**src/usv_pkg.sv**
```systemverilog
// shared types, constants and helpers for the uv sphere vertex generator
// no dependencies
`default_nettype none
package usv_pkg;

    localparam int IDX_W   = 9;
    localparam int DIV_W   = 9;
    localparam int NUM_W   = IDX_W + 32 + 1;
    localparam int ANG_W   = 32;
    localparam int CX_W    = 34;
    localparam int CZ_W    = 33;
    localparam int TRIG_W  = 32;
    localparam int RAD_W   = 16;
    localparam int COORD_W = 17;
    localparam int TEX_W   = 17;
    localparam int CFG_A_W = 2;
    localparam int CFG_D_W = 16;
    localparam int S_DATA_W = 24;
    localparam int M_DATA_W = 88;
    localparam int ATAN_LEN = 24;

    localparam int DEF_MAX_DIVISIONS = 256;
    localparam int DEF_CORDIC_STEPS  = 16;

    localparam logic [CFG_A_W-1:0] REG_SECTOR_COUNT = 2'd0;
    localparam logic [CFG_A_W-1:0] REG_STACK_COUNT  = 2'd1;
    localparam logic [CFG_A_W-1:0] REG_RADIUS       = 2'd2;

    localparam logic signed [CX_W-1:0]   CORDIC_GAIN = 34'sd652032874;
    localparam logic signed [CX_W-1:0]   ONE_Q30     = 34'sd1073741824;
    localparam logic signed [23:0]       COORD_LIMIT = 24'sd65535;

    typedef struct packed {
        logic signed [TRIG_W-1:0] c;
        logic signed [TRIG_W-1:0] s;
    } trig_t;

    function automatic logic [ANG_W-1:0] atan_turn(input int k);
        logic [ANG_W-1:0] v;
        case (k)
            0:  v = 32'd536870912;
            1:  v = 32'd316933406;
            2:  v = 32'd167458907;
            3:  v = 32'd85004756;
            4:  v = 32'd42667331;
            5:  v = 32'd21354465;
            6:  v = 32'd10680862;
            7:  v = 32'd5340245;
            8:  v = 32'd2670163;
            9:  v = 32'd1335087;
            10: v = 32'd667544;
            11: v = 32'd333772;
            12: v = 32'd166886;
            13: v = 32'd83443;
            14: v = 32'd41722;
            15: v = 32'd20861;
            16: v = 32'd10430;
            17: v = 32'd5215;
            18: v = 32'd2608;
            19: v = 32'd1304;
            20: v = 32'd652;
            21: v = 32'd326;
            22: v = 32'd163;
            23: v = 32'd81;
            default: v = '0;
        endcase
        return v;
    endfunction

    function automatic logic signed [TRIG_W-1:0] clamp_unit(input logic signed [CX_W-1:0] v);
        logic signed [CX_W-1:0] r;
        if (v > ONE_Q30) r = ONE_Q30;
        else if (v < -ONE_Q30) r = -ONE_Q30;
        else r = v;
        return r[TRIG_W-1:0];
    endfunction

    function automatic trig_t quad_rot(input logic [1:0] q,
                                       input logic signed [CX_W-1:0] x,
                                       input logic signed [CX_W-1:0] y);
        trig_t t;
        case (q)
            2'd0: begin
                t.c = clamp_unit(x);
                t.s = clamp_unit(y);
            end
            2'd1: begin
                t.c = clamp_unit(-y);
                t.s = clamp_unit(x);
            end
            2'd2: begin
                t.c = clamp_unit(-x);
                t.s = clamp_unit(-y);
            end
            default: begin
                t.c = clamp_unit(y);
                t.s = clamp_unit(-x);
            end
        endcase
        return t;
    endfunction

    function automatic logic signed [COORD_W-1:0] sat_coord(input logic signed [23:0] v);
        logic signed [23:0] r;
        if (v > COORD_LIMIT) r = COORD_LIMIT;
        else if (v < -COORD_LIMIT) r = -COORD_LIMIT;
        else r = v;
        return r[COORD_W-1:0];
    endfunction

endpackage
`default_nettype wire

```
**src/usv_cordic_cell.sv**
```systemverilog
// one cordic micro-rotation with a fixed shift, quadrant passed along
// depends on usv_pkg
`default_nettype none
module usv_cordic_cell #(
    parameter int STEP = 0
) (
    input  wire                              aclk,
    input  wire                              en,
    input  wire signed [usv_pkg::CX_W-1:0]   x_i,
    input  wire signed [usv_pkg::CX_W-1:0]   y_i,
    input  wire signed [usv_pkg::CZ_W-1:0]   z_i,
    input  wire [1:0]                        q_i,
    output logic signed [usv_pkg::CX_W-1:0]  x_o,
    output logic signed [usv_pkg::CX_W-1:0]  y_o,
    output logic signed [usv_pkg::CZ_W-1:0]  z_o,
    output logic [1:0]                       q_o
);
    import usv_pkg::*;

    localparam logic signed [CZ_W-1:0] ATAN = CZ_W'(atan_turn(STEP));

    logic signed [CX_W-1:0] dx, dy, x_next, y_next, x_reg, y_reg;
    logic signed [CZ_W-1:0] z_next, z_reg;
    logic [1:0]             q_reg;

    always_comb begin
        dx = y_i >>> STEP;
        dy = x_i >>> STEP;
        if (!z_i[CZ_W-1]) begin
            x_next = x_i - dx;
            y_next = y_i + dy;
            z_next = z_i - ATAN;
        end else begin
            x_next = x_i + dx;
            y_next = y_i - dy;
            z_next = z_i + ATAN;
        end
    end

    always_ff @(posedge aclk) begin
        if (en) begin
            x_reg <= x_next;
            y_reg <= y_next;
            z_reg <= z_next;
            q_reg <= q_i;
        end
    end

    assign x_o = x_reg;
    assign y_o = y_reg;
    assign z_o = z_reg;
    assign q_o = q_reg;
endmodule
`default_nettype wire

```
**config.mk**
```make
export PLATFORM = sky130hd
export DESIGN_NAME = usv_cordic_cell
export DESIGN_NICKNAME = d
export VERILOG_FILES = /design/src/usv_pkg.sv /design/src/usv_cordic_cell.sv
export SDC_FILE = /design/constraint.sdc
export NUM_CORES = 1
export LEC_CHECK = 0
export BUFFER_PORTS_ARGS = -buffer_cell sky130_fd_sc_hd__buf_2
export CORE_MARGIN = 2
export CORE_UTILIZATION = 25
export CTS_BUF_LIST = sky130_fd_sc_hd__clkbuf_8
export DETAILED_ROUTE_END_ITERATION = 12
export MAX_ROUTING_LAYER = met4
export PLACE_DENSITY = 0.45
export SYNTH_ARGS = -nofsm -noshare
export SYNTH_HDL_FRONTEND = slang
export SYNTH_SLANG_ARGS = --single-unit
```
**constraint.sdc**
```tcl
create_clock -name aclk -period 6.3 [get_ports aclk]
set_clock_uncertainty 0.15 [all_clocks]
set_input_delay 0.945 -clock aclk [delete_from_list [all_inputs] [get_ports aclk]]
set_output_delay 0.945 -clock aclk [all_outputs]
set_load 0.02 [all_outputs]
```
==> results_dict.tcl, run 1 <==
set metrics [dict create \
    outcome "complete, no violations" \
    utilization_pct 30.02 \
    max_freq_mhz 248.8 \
    end_kind "flop" \
    cts_buffers 9 \
    dr_wl_met3_mm 2.020 \
    layout_common_cells "buf_2, a21oi_1, nor2_1" \
    drt_drc_violations_left 0 \
    rsz0062_at_grt "false" \
    antenna_found_initial 2 \
    register_area_um2 3063 \
    dp_hpwl_mm 25.32 \
    synth_edf_count 102 \
    slew_viol_final 0 \
    core_um2 35660 \
    die_x_um 194.7 \
    cp-startpoint "x_i[12]" \
    postCtsHoldBufs 0 \
    crit_chain "buf_2, inv_1, ha_1, and2_1, a221o_1, a21oi_1, a21oi_1, a311oi_2, o211ai_1, a2111o_1, o21ai_2, xnor2_1" \
    worstPathMaxFanout 13 \
    crit_top_cell "a21oi_1" \
    period_minus_slack_ps 4020 \
    start_kind "primary input" \
    slew_headroom_pct 38.94 \
    setup_violations 0 \
    die_h_um 194.7 \
    dr.pass1.iters 5 \
    placementRows 69 \
    dr.max_layer_used "met4" \
    grt_usage_pct 17.08 \
    path_clk_slew_ps 120 \
    wl_mm 31.88 \
    p_per_area_nw_per_um2 213.9 \
    ys.flop_type "edfxtp_1" \
    synthCells 1007 \
    post_route_cells_drive_above_1_share_pct 21.28 \
    postCtsSetupBuffers 0 \
    synth_nets 1218 \
    final_common_cell "buf_2" \
    max_stage_delay_ps 500 \
    cts_tree "yes" \
    maxCapViolCount 0 \
    intPower_mw 1.347 \
    ir_drop_mv 0.08925 \
    synthesis.area_um2 9087 \
    ys_warn_count 0 \
    via_per_inst 4.985 \
    multi_input_area_um2 5420 \
    path_buf_inv 2 \
    ant_nets 0 \
    cp.arrival_ps 4020 \
    dieArea_um2 37890 \
    first_iter_violations 481 \
    n_fill_cell 3837 \
    ios 208 \
    required_ps 6310 \
    report.final.hold_viol_count 0 \
    critPathTopFamily "compound AO/OA/AOI/OAI gates" \
    sw_frac_of_total_pct 41.17 \
    grt_first_pass_wirelength_mm 47.97 \
    num_vias 8235 \
    min_from "z_i[4]" \
    worstMarginPinSlew_ps 892.8 \
    critPathSlowestCell "a2111o_1" \
    grt_max_degree 65 \
    whs_endpoint "z_o[4]" \
    synthToLayoutAreaGrowth_pct 17.80 \
    cts-resized-gates 0 \
    finalWeightedCongestion 0.9022 \
    root_buffer "clkbuf_8" \
    grt_pass1_vias 8006 \
    postSynth.asyncResetShare_pct 0 \
    fin_setup_tns_ps 0 \
    min_path_cells 1 \
    hp-class "in -> reg" \
    ys_ff_latch 102 \
    yosysUniqueCellTypes 76 \
    clkSinkCount 102 \
    syn-mean-instance-area_um2 9.024 \
    htreeDepth 3 \
    clockBufferDepth 2 \
    comb_power_share_pct 41.4 \
    numPortBuffers 207 \
    wl_met1_mm 15.45 \
    finalCritPeriodShare_pct 63.80 \
    p_seq_share_pct 39.2 \
    initial_core_util_pct 25.49 \
    wl_per_cell_um 19.30 \
    p_leak_nw 4.651 \
    p_clk_share_pct 19.4 \
    path_class "in -> reg" \
    layout.nets 1396 \
    route.met2.wl_mm 13.93 \
    yosysSeqAreaShare_pct 33.71 \
    grt-ovfl-total 0 \
    p_sw_mw 0.9428 \
]
-- per-stage QoR --
| step | setup WS, ps | hold slack [ps] | std cells | total power [mW] | instance area, um2 |
|---|---|---|---|---|---|
| 2_1_floorplan | 2646 | 893.9 | 1007 | 1.527 | 9087 |
| 3_3_place_gp | 1818 | 971.7 | 1635 | 1.866 | 10520 |
| 3_5_place_dp | 1903 | 973.7 | 1635 | 1.862 | 10520 |
| 4_1_cts | 2337 | 520.3 | 1650 | 2.325 | 10700 |
| 5_1_grt | 2041 | 520.6 | 1652 | 2.431 | 10710 |
| 6_report | 2280 | 553.4 | 1652 | 2.290 | 10710 |
-- final cells by class --
class | instances | area share, %
diodes | 2 | 0.04675
clock buffers | 9 | 1.157
clock inverters | 6 | 0.5026
inverters | 103 | 3.611
multi-input cells | 757 | 50.63
flip-flops and latches | 102 | 28.61
well taps | 461 | 5.388
repair buffers | 212 | 10.05
-- worst max path at each step --
stage,slack (ps),to,depth (start not counted)
final,2280,y_o[31],12
after global routing,2040,y_o[32],12
after CTS,2340,y_o[31],12
after detailed placement,1900,y_o[31],12
after global placement,1820,y_o[31],12
after floorplan,2650,y_o[26],11
-- power groups by stage --
stage          registers (mW)  clock network, mW  logic, mW
6_report                0.898              0.444      0.948
5_1_grt                 0.908              0.492       1.03
4_1_cts                 0.901              0.474      0.950
3_5_place_dp            0.916                  0      0.946
3_3_place_gp            0.916                  0      0.950
2_1_floorplan            1.04                  0      0.487
-- Yosys cell counts (all sizes together), types with 9 or more instances --
master	instances	area share [%]
nor4	10	0.92
nor2	103	4.3
a2111oi	9	0.87
mux2i	15	1.7
a211oi	15	1.3
inv	100	4.1
nand2	42	1.7
nand2b	13	0.89
o21bai	20	1.7
a21oi	124	6.8
xor2	10	0.96
ha	102	14
edfxtp	102	34
clkbuf	17	0.72
nand3	22	1.2
xnor2	56	5.4
o21ai	59	3.3
buf	28	1.7
o31ai	12	1.0
nor3	15	0.88
a21o	21	1.7
-- registers in the layout, summed over array words and instances (netlist names) --
signal / flops
q_o: 2
y_o: 33
z_o: 33
x_o: 34
-- cell families after synthesis --
family	share of synthesized area (%)
buffers and inverters	6.650
and+or+nand+nor	11.85
muxes	1.776
adders and majority gates	14.92
DFF	33.71
AOI/OAI and AO/OA	24.73
xor gates and xnor gates	6.361
-- metal layers --
metal / GRT usage, % / vias to the layer above
met2: 25.29 / 297
met3: 2.707 / 25
met1: 24.06 / 3926
met5: - / -
li1: - / 3987
met4: 4.587 / 0
Power figures use the tool's default switching activity.
==> run 2: changes to the inputs <==
- PLACE_DENSITY: 0.45 -> 0.47
- clock period: 6.3 -> 3.4 ns (I/O delays scaled with it)
==> run 2 against run 1 <==
Effect of this change:
- sequential share of layout area down 3.4 points
- global-route usage up 0.57 points
- sequential power up 86%
- setup slack worse by 2100 ps
- final cell count up 11%
- critical path type unchanged
- largest power group unchanged
==> results_dict.tcl, run 2 (synthesis gave the netlist of run 1 again) <==
set metrics [dict create \
    p_leak_nw 5.545 \
    clockBufferDepth 2 \
    period_minus_slack_ps 3246 \
    required_ps 3440 \
    grt_pass1_vias 8819 \
    finalWeightedCongestion 0.8873 \
    setup_ws_ps 154.0 \
    setup_violations 0 \
    cp.arrival_ps 3290 \
    end_kind "flop" \
    outcome "complete, no violations" \
    postCtsHoldBufs 0 \
    core_um2 35660 \
    largest_reg_flops 34 \
    cts_tree "yes" \
    p_per_area_nw_per_um2 375.7 \
    grt_max_degree 52 \
    htreeDepth 3 \
    rsz0062_at_grt "false" \
    placement.cell_area_um2 11910 \
    ios 208 \
    endpoint "y_o[26]" \
    num_vias 8840 \
    finalCritPeriodShare_pct 95.47 \
    cts_buffers 9 \
    dieArea_um2 37890 \
    antennaDiodeCount 0 \
    ant_nets 0 \
    fin_area_um2 12140 \
    initial_core_util_pct 25.49 \
    slew_headroom_pct 49.31 \
    synthToLayoutAreaGrowth_pct 33.58 \
    layout.nets 1577 \
    dp_hpwl_mm 27.13 \
    layout_common_cells "buf_2, buf_4, a21oi_1" \
    root_buffer "clkbuf_8" \
    path_class "in -> reg" \
    worstPathMaxFanout 4 \
    start_kind "primary input" \
    min_path_cells 1 \
    wl_mm 33.04 \
    grt_first_pass_wirelength_mm 50.36 \
    die_x_um 194.7 \
    cp-startpoint "y_i[0]" \
    clkSinkCount 102 \
    maxCapViolCount 0 \
    via_per_inst 4.825 \
    hp-class "in -> reg" \
    dr.pass1.iters 5 \
    slew_viol_final 0 \
    worstMarginPinSlew_ps 760.4 \
    post-place-ws_ps -341.1 \
    drt_drc_violations_left 0 \
    first_iter_violations 706 \
    report.final.hold_viol_count 0 \
    placementRows 69 \
    final_common_cell "buf_2" \
    die_h_um 194.7 \
    numPortBuffers 207 \
    path_clk_slew_ps 130 \
    ir_drop_mv 0.2032 \
    post_route_cells_drive_above_1_share_pct 31.80 \
    grt_usage_pct 17.66 \
    grt-ovfl-total 0 \
    max_freq_mhz 308.1 \
    wl_per_cell_um 18.04 \
    antenna_found_initial 1 \
]
-- run 2: cell count changes in the layout (fill, tap and decap cells not counted), sizes merged --
cell      delta
buf        +181
clkinv       -2
clkinvlp     +2
diode        -2
bufinv       +1
-- run 2: critical path, stage by stage --
cell and delay, ps:
buf_2 120, ha_1 210, fa_1 430, and2b_4 200, o311ai_4 320, a31oi_4 160
o2111ai_2 290, a31oi_4 190, a21bo_1 240, a221o_1 340, mux2i_1 180, xnor2_1 80
-- run 2: cell type report --
type                       count  area (um2)
multi-input combinational    757        5456
sequential                   102        3063
clock buffer                   9       123.9
tap                          461       576.8
fill                        3761       23520
clock inverter                 7       72.57
timing repair buffer         393        2460
inverter                     103       386.6
-- run 2: metrics by stage --
stage / utilization (%) / setup TNS, ps / instances / total power [mW] / hold slack (ps)
3_3_place_gp: 33.39 / -4297 / 1816 / 3.730 / 536.6
5_1_grt: 34.05 / 0 / 1832 / 4.839 / 93.86
3_5_place_dp: 33.39 / -5074 / 1816 / 3.733 / 538.1
6_report: 34.05 / 0 / 1832 / 4.561 / 123.3
4_1_cts: 33.94 / 0 / 1832 / 4.620 / 91.53
2_1_floorplan: - / 0 / 1007 / 2.830 / 458.9
-- run 2: worst min-delay path by stage --
stage / from / slack (ps) / end
2_1_floorplan: q_i[0] / 460 / q_o[0]
3_3_place_gp: z_i[14] / 540 / z_o[14]
4_1_cts: z_i[27] / 90 / z_o[27]
3_5_place_dp: z_i[24] / 540 / z_o[24]
5_1_grt: z_i[27] / 90 / z_o[27]
6_report: z_i[24] / 120 / z_o[24]
-- run 2: power by group --
| group | switching, mW | internal [mW] |
|---|---|---|
| clock | 0.506 | 0.344 |
| combinational | 1.21 | 0.832 |
| sequential | 0.0507 | 1.62 |
| total | 1.77 | 2.79 |
-- run 2: what timing repair did --
action | 4_1_cts | 5_1_grt
endpoints found under the setup margin | 0 | 6
resized for setup | 0 | 5
buffers inserted | 0 | 0
-- run 2: routing by layer --
metal | track usage [%] | wire length [um] | vias up
li1 | - | - | 4340
met1 | 24.18 | 16150 | 4229
met2 | 27.88 | 14940 | 252
met3 | 2.412 | 1651 | 19
met4 | 3.476 | 294 | 0
met5 | - | 0 | -
