--- src/usv_pkg.sv ---
// shared types, constants and helpers for the uv sphere vertex generator
// no dependencies
`default_nettype none
package usv_pkg;

    localparam int IDX_W   = 9;
    localparam int DIV_W   = 9;
    localparam int NUM_W   = IDX_W + 32 + 1;
    localparam int ANG_W   = 32;
    localparam int CX_W    = 34;
    localparam int CZ_W    = 33;
    localparam int TRIG_W  = 32;
    localparam int RAD_W   = 16;
    localparam int COORD_W = 17;
    localparam int TEX_W   = 17;
    localparam int CFG_A_W = 2;
    localparam int CFG_D_W = 16;
    localparam int S_DATA_W = 24;
    localparam int M_DATA_W = 88;
    localparam int ATAN_LEN = 24;

    localparam int DEF_MAX_DIVISIONS = 256;
    localparam int DEF_CORDIC_STEPS  = 16;

    localparam logic [CFG_A_W-1:0] REG_SECTOR_COUNT = 2'd0;
    localparam logic [CFG_A_W-1:0] REG_STACK_COUNT  = 2'd1;
    localparam logic [CFG_A_W-1:0] REG_RADIUS       = 2'd2;

    localparam logic signed [CX_W-1:0]   CORDIC_GAIN = 34'sd652032874;
    localparam logic signed [CX_W-1:0]   ONE_Q30     = 34'sd1073741824;
    localparam logic signed [23:0]       COORD_LIMIT = 24'sd65535;

    typedef struct packed {
        logic signed [TRIG_W-1:0] c;
        logic signed [TRIG_W-1:0] s;
    } trig_t;

    function automatic logic [ANG_W-1:0] atan_turn(input int k);
        logic [ANG_W-1:0] v;
        case (k)
            0:  v = 32'd536870912;
            1:  v = 32'd316933406;
            2:  v = 32'd167458907;
            3:  v = 32'd85004756;
            4:  v = 32'd42667331;
            5:  v = 32'd21354465;
            6:  v = 32'd10680862;
            7:  v = 32'd5340245;
            8:  v = 32'd2670163;
            9:  v = 32'd1335087;
            10: v = 32'd667544;
            11: v = 32'd333772;
            12: v = 32'd166886;
            13: v = 32'd83443;
            14: v = 32'd41722;
            15: v = 32'd20861;
            16: v = 32'd10430;
            17: v = 32'd5215;
            18: v = 32'd2608;
            19: v = 32'd1304;
            20: v = 32'd652;
            21: v = 32'd326;
            22: v = 32'd163;
            23: v = 32'd81;
            default: v = '0;
        endcase
        return v;
    endfunction

    function automatic logic signed [TRIG_W-1:0] clamp_unit(input logic signed [CX_W-1:0] v);
        logic signed [CX_W-1:0] r;
        if (v > ONE_Q30) r = ONE_Q30;
        else if (v < -ONE_Q30) r = -ONE_Q30;
        else r = v;
        return r[TRIG_W-1:0];
    endfunction

    function automatic trig_t quad_rot(input logic [1:0] q,
                                       input logic signed [CX_W-1:0] x,
                                       input logic signed [CX_W-1:0] y);
        trig_t t;
        case (q)
            2'd0: begin
                t.c = clamp_unit(x);
                t.s = clamp_unit(y);
            end
            2'd1: begin
                t.c = clamp_unit(-y);
                t.s = clamp_unit(x);
            end
            2'd2: begin
                t.c = clamp_unit(-x);
                t.s = clamp_unit(-y);
            end
            default: begin
                t.c = clamp_unit(y);
                t.s = clamp_unit(-x);
            end
        endcase
        return t;
    endfunction

    function automatic logic signed [COORD_W-1:0] sat_coord(input logic signed [23:0] v);
        logic signed [23:0] r;
        if (v > COORD_LIMIT) r = COORD_LIMIT;
        else if (v < -COORD_LIMIT) r = -COORD_LIMIT;
        else r = v;
        return r[COORD_W-1:0];
    endfunction

endpackage
`default_nettype wire

--- src/usv_div_cell.sv ---
// one restoring division step: consumes a numerator bit, produces a quotient bit
// depends on usv_pkg
`default_nettype none
module usv_div_cell (
    input  wire                        aclk,
    input  wire                        en,
    input  wire [usv_pkg::DIV_W-1:0]   d,
    input  wire [usv_pkg::DIV_W-1:0]   rem_i,
    input  wire [usv_pkg::NUM_W-1:0]   word_i,
    output logic [usv_pkg::DIV_W-1:0]  rem_o,
    output logic [usv_pkg::NUM_W-1:0]  word_o
);
    import usv_pkg::*;

    logic [DIV_W:0]   t;
    logic [DIV_W:0]   diff;
    logic             ge;
    logic [DIV_W-1:0] rem_next;
    logic [NUM_W-1:0] word_next;
    logic [DIV_W-1:0] rem_reg;
    logic [NUM_W-1:0] word_reg;

    always_comb begin
        t         = {rem_i, word_i[NUM_W-1]};
        diff      = t - {1'b0, d};
        ge        = (t >= {1'b0, d});
        rem_next  = ge ? diff[DIV_W-1:0] : t[DIV_W-1:0];
        word_next = {word_i[NUM_W-2:0], ge};
    end

    always_ff @(posedge aclk) begin
        if (en) begin
            rem_reg  <= rem_next;
            word_reg <= word_next;
        end
    end

    assign rem_o  = rem_reg;
    assign word_o = word_reg;
endmodule
`default_nettype wire

--- config.mk ---
export PLATFORM = sky130hd
export DESIGN_NAME = usv_div_cell
export DESIGN_NICKNAME = d
export VERILOG_FILES = /design/src/usv_pkg.sv /design/src/usv_div_cell.sv
export SDC_FILE = /design/constraint.sdc
export NUM_CORES = 1
export LEC_CHECK = 0
export BUFFER_PORTS_ARGS = -buffer_cell sky130_fd_sc_hd__buf_2
export CAP_MARGIN = 10
export CORE_ASPECT_RATIO = 1.25
export CORE_UTILIZATION = 48
export CTS_CLUSTER_SIZE = 40
export DETAILED_ROUTE_END_ITERATION = 10
export MAX_ROUTING_LAYER = met4
export PLACE_DENSITY = 0.88
export SLEW_MARGIN = 15
export SYNTH_ARGS = -nofsm -noshare
export SYNTH_HDL_FRONTEND = slang
export SYNTH_SLANG_ARGS = --single-unit
--- constraint.sdc ---
create_clock -name aclk -period 5.8 [get_ports aclk]
set_input_delay 0.87 -clock aclk [delete_from_list [all_inputs] [get_ports aclk]]
set_output_delay 0.87 -clock aclk [all_outputs]
set_load 0.01 [all_outputs]
==> metrics.cfg, run 1 <==
[status]
status=complete, no violations

[final_layout]
final_common_cell=buf_2
nets=324
layout_common_cells=buf_2 (112), edfxtp_1 (51), inv_1 (12)
area_delta_synth_final_pct=31.7
diodes=0
finalInstanceArea_mm2=0.00290
stdcell_count=311
drive_gt1_share_pct=51.4
num-fill-cells=347

[logic_synthesis]
ys_ff_latch=51
syn_nets=209
async_flop_share_pct=0
yosysUniqueCellTypes=42
avgSynthCellArea_um2=16.1
synth_cells=137
synth_adder_area_share_pct=6.02
synth_mux_area_share_pct=3.46
post_synth_xor_area_fraction_pct=1.19
synth_compound_area_share_pct=12.0
synth_ff_type=edfxtp_1
synth_edf_count=51
ys_seq_area_share_pct=69.5
synth_top_family_by_area=compound AO/OA/AOI/OAI gates
ys_warn_count=0
netlist_area_mm2=0.00220
synthSimpleGateAreaFrac_pct=4.43

[worst_setup_path]
startpoint=word_i[41]
critPathMaxFanout=7
crit_path_end_kind=flop
arrival_ns=2.96
worstPathCellList=buf_2 > inv_1 > ha_1 > inv_1 > fa_1 > a211oi_2 > o21ai_2 > a211oi_4 > inv_4 > mux2_4
crit_top_cell=inv_1
path_class=input port to flop
startpoint_type=input port
cp_slowest_cell=fa_1
critPathMaxStageDelay_ns=0.43
crit_required_ns=5.85

[power]
ir_worst_vdd_uv=131
leakage_nw=1.28
finalPower_w=0.000797
p_per_area_mw_per_mm2=274

[timing]
fin_crit_sh_pct=50.2
fmax_mhz=344
worst_pin_slew_ns=1.08
rsz0062_at_grt=false
finalSetupViolCount=0
hold_viol=0
setup_tns_ns=0
final.min_clock_period_ns=2.91
slew_headroom_pct=27.9
drv_slew=0

[cts]
cts_resized=0
cts_tree=built
postCtsSetupBuffers=0
cts_buffer_depth=2
cts_buffers=5
clock-root-buffer=clkbuf_8
cts_hold_buf=0
cts_sinks=51
path_clk_slew_ns=0.09
htree_levels=2

[route]
wire_per_inst_um=14.6
vias_per_cell=5.13
routed_wl_mm=4.54
dr.first_iter.drc_count=123
drc=0
num_vias=1595
dr.pass1.iters=4
ant_nets=0

[placement]
portBuffers=112
dp.final_hpwl_mm=3.60
post_dp_cell_area_mm2=0.00281
dp.cells=303
gp_congestion=0.860

[hold_path]
worstHoldStart=word_i[8]
hp-class=input port to flop
worstHoldPathCells=1
min_to=word_o[9]$_DFFE_PP_

[run]
cap_violations=0

[global_routing]
groute.usage.overall_pct=19.5
grt.overflow.total=0
grt_max_degree=52
grt_pass1_wl_mm=6.92
antenna_found_initial=0
grt_pass1_vias=1426

[floorplan]
die-area_mm2=0.00487
start_util_pct=50.2
die_width_um=62.6
placementRows=27
io_pins=113
die_h_um=77.8
coreArea_mm2=0.00439

cell usage after synthesis, types with 3 or more instances:
library cell | instances | area (um^2)
a21o_1 | 3 | 22.5
a21oi_1 | 6 | 30.0
edfxtp_1 | 51 | 1530
ha_1 | 9 | 113
inv_1 | 12 | 45.0
mux2_4 | 3 | 45.0
nand2_1 | 4 | 15.0
nand2b_1 | 3 | 18.8
o211ai_1 | 4 | 30.0
worst max-delay path by stage:
stage | slack (ns) | endpoint
after detailed placement | 2.56 | rem_o[2]$_DFFE_PP_
after CTS | 2.89 | rem_o[2]$_DFFE_PP_
after global routing | 2.80 | rem_o[6]$_DFFE_PP_
after floorplan | 2.85 | rem_o[2]$_DFFE_PP_
final | 2.89 | rem_o[6]$_DFFE_PP_
after global placement | 2.63 | rem_o[2]$_DFFE_PP_
metrics by stage:
| stage | hold slack [ns] | util, % | setup slack [ns] |
|---|---|---|---|
| floorplan | 0.969 | - | 2.85 |
| global placement | 1.05 | 64.1 | 2.63 |
| detailed placement | 1.05 | 64.1 | 2.56 |
| CTS | 0.732 | 66.1 | 2.89 |
| global route | 0.723 | 66.1 | 2.80 |
| finish | 0.746 | 66.1 | 2.89 |
area by class of cell:
type / instances / area (um^2) / area share (%)
clock buffers: 5 / 68.8 / 2.37
clock inverters: 3 / 20.0 / 0.690
inverters: 13 / 51.3 / 1.77
multi-input cells: 69 / 598 / 20.6
flip-flops and latches: 51 / 1530 / 52.8
well taps: 58 / 72.6 / 2.50
repair buffers: 112 / 561 / 19.3
logic make-up after synthesis:
logic type	after synthesis
xor+xnor	3
fa+ha+maj	10
simple gates	17
mux	6
compound gates	33
flops	51
buf+inv	17
state kept, by name, summed over array words and instances (netlist names):
| signal | count |
|---|---|
| word_o | 42 |
| rem_o | 9 |
critical path, delay by kind of cell:
family | cells | cell delay [ns]
AOI/OAI and AO/OA | 3 | 0.86
adders and majority gates | 2 | 0.58
buffers and inverters | 4 | 0.32
muxes | 1 | 0.31
routing by layer:
layer  global-route usage (%)  vias to the layer above  part of all wire [%]
li1                         -                      763                     -
met1                     21.9                      735                    38
met2                     31.2                       93                    49
met3                     8.24                        4                    13
met4                     6.28                        0                  0.90
met5                        -                        -                     0
where the power goes:
group	internal, W	switching [W]
Combinational	0.0000694	0.0000836
Sequential	0.000445	0.00000681
Clock	0.0000841	0.000108
Note: power is estimated with default switching activity, not from simulation.
==> inputs of run 2 (changes only) <==
- ABC_AREA: default -> 1
- CORE_UTILIZATION: 48 -> 40
- PLACE_DENSITY: 0.88 -> 0.79
- clock period: 5.8 -> 2.3 ns (I/O delays scaled with it)
==> run 2 against run 1 <==
Compared with the run above: synthesized cell count up 29%; global-route usage down 1.8 points; largest cell class unchanged; die area grew 19%; sequential cell count is the same.
==> metrics.cfg, run 2 <==
[final_layout]
area_delta_synth_final_pct=34.9
final_common_cell=buf_2
drive_gt1_share_pct=43.1  ; -8.3 points
largest_reg_flops=42  ; unchanged
diodes=0  ; unchanged
nets=368  ; +14%
layout_common_cells=buf_2 (112), nand2_1 (51), edfxtp_1 (51)

[timing]
drv_slew=0  ; unchanged
setup_tns_ns=0  ; unchanged
rsz0062_at_grt=false
slew_headroom_pct=63.5  ; +36 points
fin_crit_sh_pct=74.1
final.min_clock_period_ns=1.70
worst_pin_slew_ns=0.547  ; -0.533 ns
layout_setup_ws_ns=0.596  ; -2.29 ns
hold_viol=0  ; unchanged
finalSetupViolCount=0  ; unchanged
fmax_mhz=587

[route]
met2WireLength_mm=2.51  ; +13%
num_vias=1660  ; +4.1%
dr_wl_met3_um=495  ; -13%
dr.pass1.iters=7  ; +3
dr.first_iter.drc_count=123  ; unchanged
ant_nets=0  ; unchanged
routed_wl_mm=4.97  ; +9.3%
wl_met1_mm=1.92  ; +12%
vias_per_cell=4.62  ; -9.8%
wire_per_inst_um=13.8  ; -5.3%
top_layer_used=met4
drc=0  ; unchanged

[logic_synthesis]
synth_cells=177  ; +29%
synth_top_area_share_pct=69.8  ; +0.36 points
ys_seq_area_share_pct=69.8  ; +0.36 points
synth_common_cells=edfxtp_1 (51), nand2_1 (51), inv_1 (25)
netlist_area_mm2=0.00219  ; -0.51%
synth_area_leader_cell=edfxtp_1
avgSynthCellArea_um2=12.4  ; -23%
ys_warn_count=0  ; unchanged
yosysUniqueCellTypes=18  ; -57%
ys_ff_latch=51  ; unchanged
synth_edf_count=51  ; unchanged
synth.area.top_cells=edfxtp_1 (70%), nand2_1 (8.7%), ha_1 (5.1%)
synth_ff_type=edfxtp_1
async_flop_share_pct=0  ; unchanged
syn_nets=249  ; +19%

[worst_setup_path]
worstPathCellList=buf_2 > inv_1 > ha_1 > inv_1 > fa_1 > nand4_1 > nand2_2 > nand2_4 > nand2_4 > nand2_1 > nand2_1
startpoint_type=input port
arrival_ns=1.77  ; -1.19 ns
critPathMaxFanout=10  ; +3
path_class=input port to flop
crit_path_end_kind=flop
cp_slowest_cell=fa_1
crit_required_ns=2.36  ; -3.49 ns
critPathMaxStageDelay_ns=0.42  ; about the same

[cts]
cts_resized=0  ; unchanged
cts_buffers=5  ; unchanged
cts_sinks=51  ; unchanged
cts_tree=built
htree_levels=2  ; unchanged
cts_hold_buf=0  ; unchanged
clock-root-buffer=clkbuf_8
postCtsSetupBuffers=0  ; unchanged
cts_buffer_depth=2  ; unchanged
path_clk_slew_ns=0.09  ; about the same

[floorplan]
start_util_pct=42.3  ; -7.9 points
io_pins=113  ; unchanged
die_width_um=68.2  ; +9.0%
die-area_mm2=0.00579  ; +19%
placementRows=29  ; +7.4%
die_h_um=84.8  ; +9.0%
coreArea_mm2=0.00519  ; +18%

[run]
cap_violations=0  ; unchanged

[global_routing]
grt_max_degree=30  ; -42%
grt.overflow.total=0  ; unchanged
grt_pass1_wl_mm=7.29  ; +5.4%
grt_pass1_vias=1577  ; +11%
antenna_found_initial=0  ; unchanged
groute.usage.overall_pct=17.6  ; -1.8 points

[power]
leakage_nw=1.45  ; +13%
ir_worst_vdd_uv=286  ; +120%
p_per_area_mw_per_mm2=716  ; +160%

[placement]
portBuffers=112  ; unchanged
place_ws_ns=0.277  ; -2.28 ns
dp.final_hpwl_mm=4.05  ; +13%
gp_congestion=0.953  ; +11%

[hold_path]
hp-class=input port to flop
worstHoldPathCells=1  ; unchanged

[status]
status=complete, no violations

==> run 2: worst max-delay path, delay by kind of cell <==
family        cells  cell delay, ns
simple gates      6            0.65
fa+ha+maj         2            0.55
buf+inv           3            0.22
==> run 2: where the power goes <==
group          internal [W]  switching [W]
sequential          0.00112      0.0000187
clock              0.000324       0.000283
combinational      0.000155       0.000217
==> run 2: logic make-up after synthesis <==
family	synth area share [%]
buffers and inverters	4.68
AO/OA/AOI/OAI	1.83
XOR/XNOR	1.20
AND/OR/NAND/NOR	16.4
flip-flops	69.8
adder cells (fa/ha/maj)	6.05
==> run 2: layout make-up <==
class | count | area, um^2
clock buffer | 5 | 68.8
clock inverter | 3 | 43.8
fill | 446 | 2230
inverter | 26 | 97.6
multi-input combinational | 99 | 559
sequential | 51 | 1530
tap | 62 | 77.6
timing repair buffer | 113 | 581
==> run 2: metal layers <==
layer | vias to the layer above | GRT usage [%]
li1 | 830 | -
met1 | 739 | 19.6
met2 | 85 | 29.9
met3 | 6 | 4.08
met4 | 0 | 6.25
met5 | - | -
==> run 2: final timing paths <==
check / to / slack [ns] / startpoint
max: rem_o[8]$_DFFE_PP_ / 0.60 / word_i[41]
min: word_o[32]$_DFFE_PP_ / 0.21 / word_i[31]
==> run 2: stage by stage <==
step | hold slack (ns) | util [%] | std cells | power, W | instance area [um^2]
final | 0.213 | 57.0 | 359 | 0.00212 | 2960
after global placement | 0.521 | 54.9 | 351 | 0.00152 | 2850
after detailed placement | 0.524 | 54.9 | 351 | 0.00154 | 2850
after floorplan | 0.444 | - | 177 | 0.00135 | 2190
after global routing | 0.199 | 57.0 | 359 | 0.00222 | 2960
after CTS | 0.206 | 57.0 | 359 | 0.00213 | 2960
==> inputs of run 3 (changes only) <==
- ABC_AREA: 1 -> 0
- CORE_UTILIZATION: 40 -> 41
- PLACE_DENSITY: 0.79 -> 0.8
- clock period: 2.3 -> 1.49 ns (I/O delays scaled with it)
==> run 3 against run 2 <==
Compared with the run above: the flow now finishes with violations (setup timing); global-route usage up 1.0 points; cell area rose by 13%; final cell count decreased by 1.7%; combinational power increased by 110%; die area shrank 1.9%; power up 63%; sequential share of layout area decreased by 5.8 points; largest power group unchanged.
==> metrics.cfg, run 3 (synthesis results as in run 1) <==
[final_layout]
drive_gt1_share_pct=61.2  ; +18 points
area_delta_synth_final_pct=51.3
finalInstanceArea_mm2=0.00334  ; +13%
nets=363  ; -1.4%
diodes=0  ; unchanged
largest_reg_flops=42  ; unchanged
num-fill-cells=377  ; -15%
layout_common_cells=buf_2 (111), edfxtp_1 (51), buf_4 (33)
stdcell_count=353  ; -1.7%
final_common_cell=buf_2

[route]
vias_per_cell=5.05  ; +9.2%
dr.pass1.iters=4  ; -3
ant_nets=0  ; unchanged
num_vias=1782  ; +7.3%
drc=0  ; unchanged
dr.first_iter.drc_count=134  ; +8.9%
wire_per_inst_um=14.8  ; +6.7%
routed_wl_mm=5.21  ; +4.9%

[placement]
dp.cells=340  ; -3.1%
post_dp_cell_area_mm2=0.00311  ; +9.1%
dp.final_hpwl_mm=4.02  ; -0.73%
place_ws_ns=-0.888  ; -1.17 ns
gp_congestion=0.954  ; about the same
portBuffers=112  ; unchanged

[timing]
finalSetupViolCount=10  ; +10
fmax_mhz=504
drv_slew=0  ; unchanged
layout_setup_ws_ns=-0.495  ; -1.09 ns
worst_pin_slew_ns=0.519  ; -0.0282 ns
slew_headroom_pct=64.5  ; +0.98 points
final.min_clock_period_ns=1.98
rsz0062_at_grt=true
fin_crit_sh_pct=133
hold_viol=0  ; unchanged

[global_routing]
grt_max_degree=52  ; +73%
antenna_found_initial=0  ; unchanged
grt_pass1_wl_mm=7.45  ; +2.2%
groute.usage.overall_pct=18.7  ; +1.0 points
grt.overflow.total=0  ; unchanged
grt_pass1_vias=1639  ; +3.9%

[cts]
clock-root-buffer=clkbuf_8
cts_tree=built
path_clk_slew_ns=0.09  ; about the same
cts_buffer_depth=2  ; unchanged
cts_sinks=51  ; unchanged
cts_buffers=5  ; unchanged
htree_levels=2  ; unchanged

[status]
status=finished, violations left
violations=setup timing

[worst_setup_path]
crit_path_end_kind=flop
cp_num_buf_inv=5  ; +2
path_class=input port to flop
startpoint_type=input port
cp_slowest_cell=fa_2
arrival_ns=2.04  ; +0.27 ns
startpoint=word_i[41]
critPathMaxFanout=2  ; -8
crit_required_ns=1.54  ; -0.82 ns
worstPathCellList=buf_8 > inv_12 > ha_4 > inv_2 > fa_2 > a211oi_4 > o21ai_2 > buf_4 > buf_6 > a311o_2 > a31o_1
critical_path.top_delay_family=compound AO/OA/AOI/OAI gates
critPathMaxStageDelay_ns=0.36  ; -0.06 ns

[floorplan]
die_width_um=67.6  ; -0.95%
placementRows=29  ; unchanged
io_pins=113  ; unchanged
die_h_um=84.0  ; -0.95%
coreArea_mm2=0.00512  ; -1.4%
die-area_mm2=0.00568  ; -1.9%
start_util_pct=43.1  ; +0.82 points

[power]
p_int_w=0.00262  ; +64%
p_per_area_mw_per_mm2=1040  ; +45%
p_sw_share_pct=24.1  ; -0.45 points
ir_worst_vdd_uv=426  ; +49%
p_switching_w=0.000831  ; +60%
power_frac_comb_pct=22.5  ; +4.9 points
power.share.sequential_pct=51.0  ; -2.8 points
leakage_nw=1.50  ; +3.6%
clkPwrFrac_pct=26.5  ; -2.2 points

[run]
cap_violations=0  ; unchanged

[hold_path]
hp-class=input port to flop
worstHoldStart=word_i[4]

run 3: cell count changes in the layout (fill, tap and decap cells not counted), moves of 4 or more:
cell,previous run,this run
mux2_4,0,4
o211ai_1,0,4
buf_4,0,33
nand2_1,51,4
buf_6,0,5
nand3_1,17,2
inv_1,25,10
run 3: metal layers:
metal  share of wire [%]  up-vias  global-route usage, %  routed length, um
li1                    -      840                      -                  -
met1                  37      817                   19.9               1910
met2                  46      108                   29.4               2420
met3                  14       17                   8.06                728
met4                 2.8        0                   7.93                147
met5                   0        -                      -                  0
run 3: worst paths after layout:
check	endpoint	depth (start not counted)	slack [ns]
max	rem_o[8]$_DFFE_PP_	11	-0.49
min	word_o[5]$_DFFE_PP_	1	0.09
run 3: final cells by class:
cell class                      count  area, um^2  area share, %
Tap cell                           62        77.6           2.33
Inverter                           13        63.8           1.91
Clock inverter                      2        37.5           1.13
Multi-Input combinational cell     69         662           19.8
Timing Repair Buffer              151         895           26.8
Clock buffer                        5        68.8           2.06
Sequential cell                    51        1530           45.9
run 3: stage by stage:
step	TNS, ns	hold WS [ns]	util, %	total power [W]
6_report	-4.06	0.0903	65.2	0.00345
5_1_grt	-4.58	0.0710	65.2	0.00361
4_1_cts	-4.53	0.0873	63.7	0.00343
3_5_place_dp	-7.98	0.402	60.7	0.00250
3_3_place_gp	-7.27	0.400	60.7	0.00248
2_1_floorplan	-4.92	0.322	-	0.00213
run 3: power groups by stage:
| stage | sequential (W) | clock (W) | combinational [W] |
|---|---|---|---|
| 2_1_floorplan | 0.00187 | 0 | 0.000252 |
| 3_3_place_gp | 0.00179 | 0 | 0.000693 |
| 3_5_place_dp | 0.00180 | 0 | 0.000707 |
| 4_1_cts | 0.00177 | 0.000936 | 0.000731 |
| 5_1_grt | 0.00178 | 0.000992 | 0.000842 |
| 6_report | 0.00176 | 0.000915 | 0.000778 |
run 3: what timing repair did:
| item | in CTS | in global routing |
|---|---|---|
| buffers inserted | 4 | 3 |
| gates resized for setup | 7 | 9 |
| hold buffers | 0 | 0 |
| endpoints found under the setup margin | 10 | 10 |
| pin swaps | 8 | 6 |
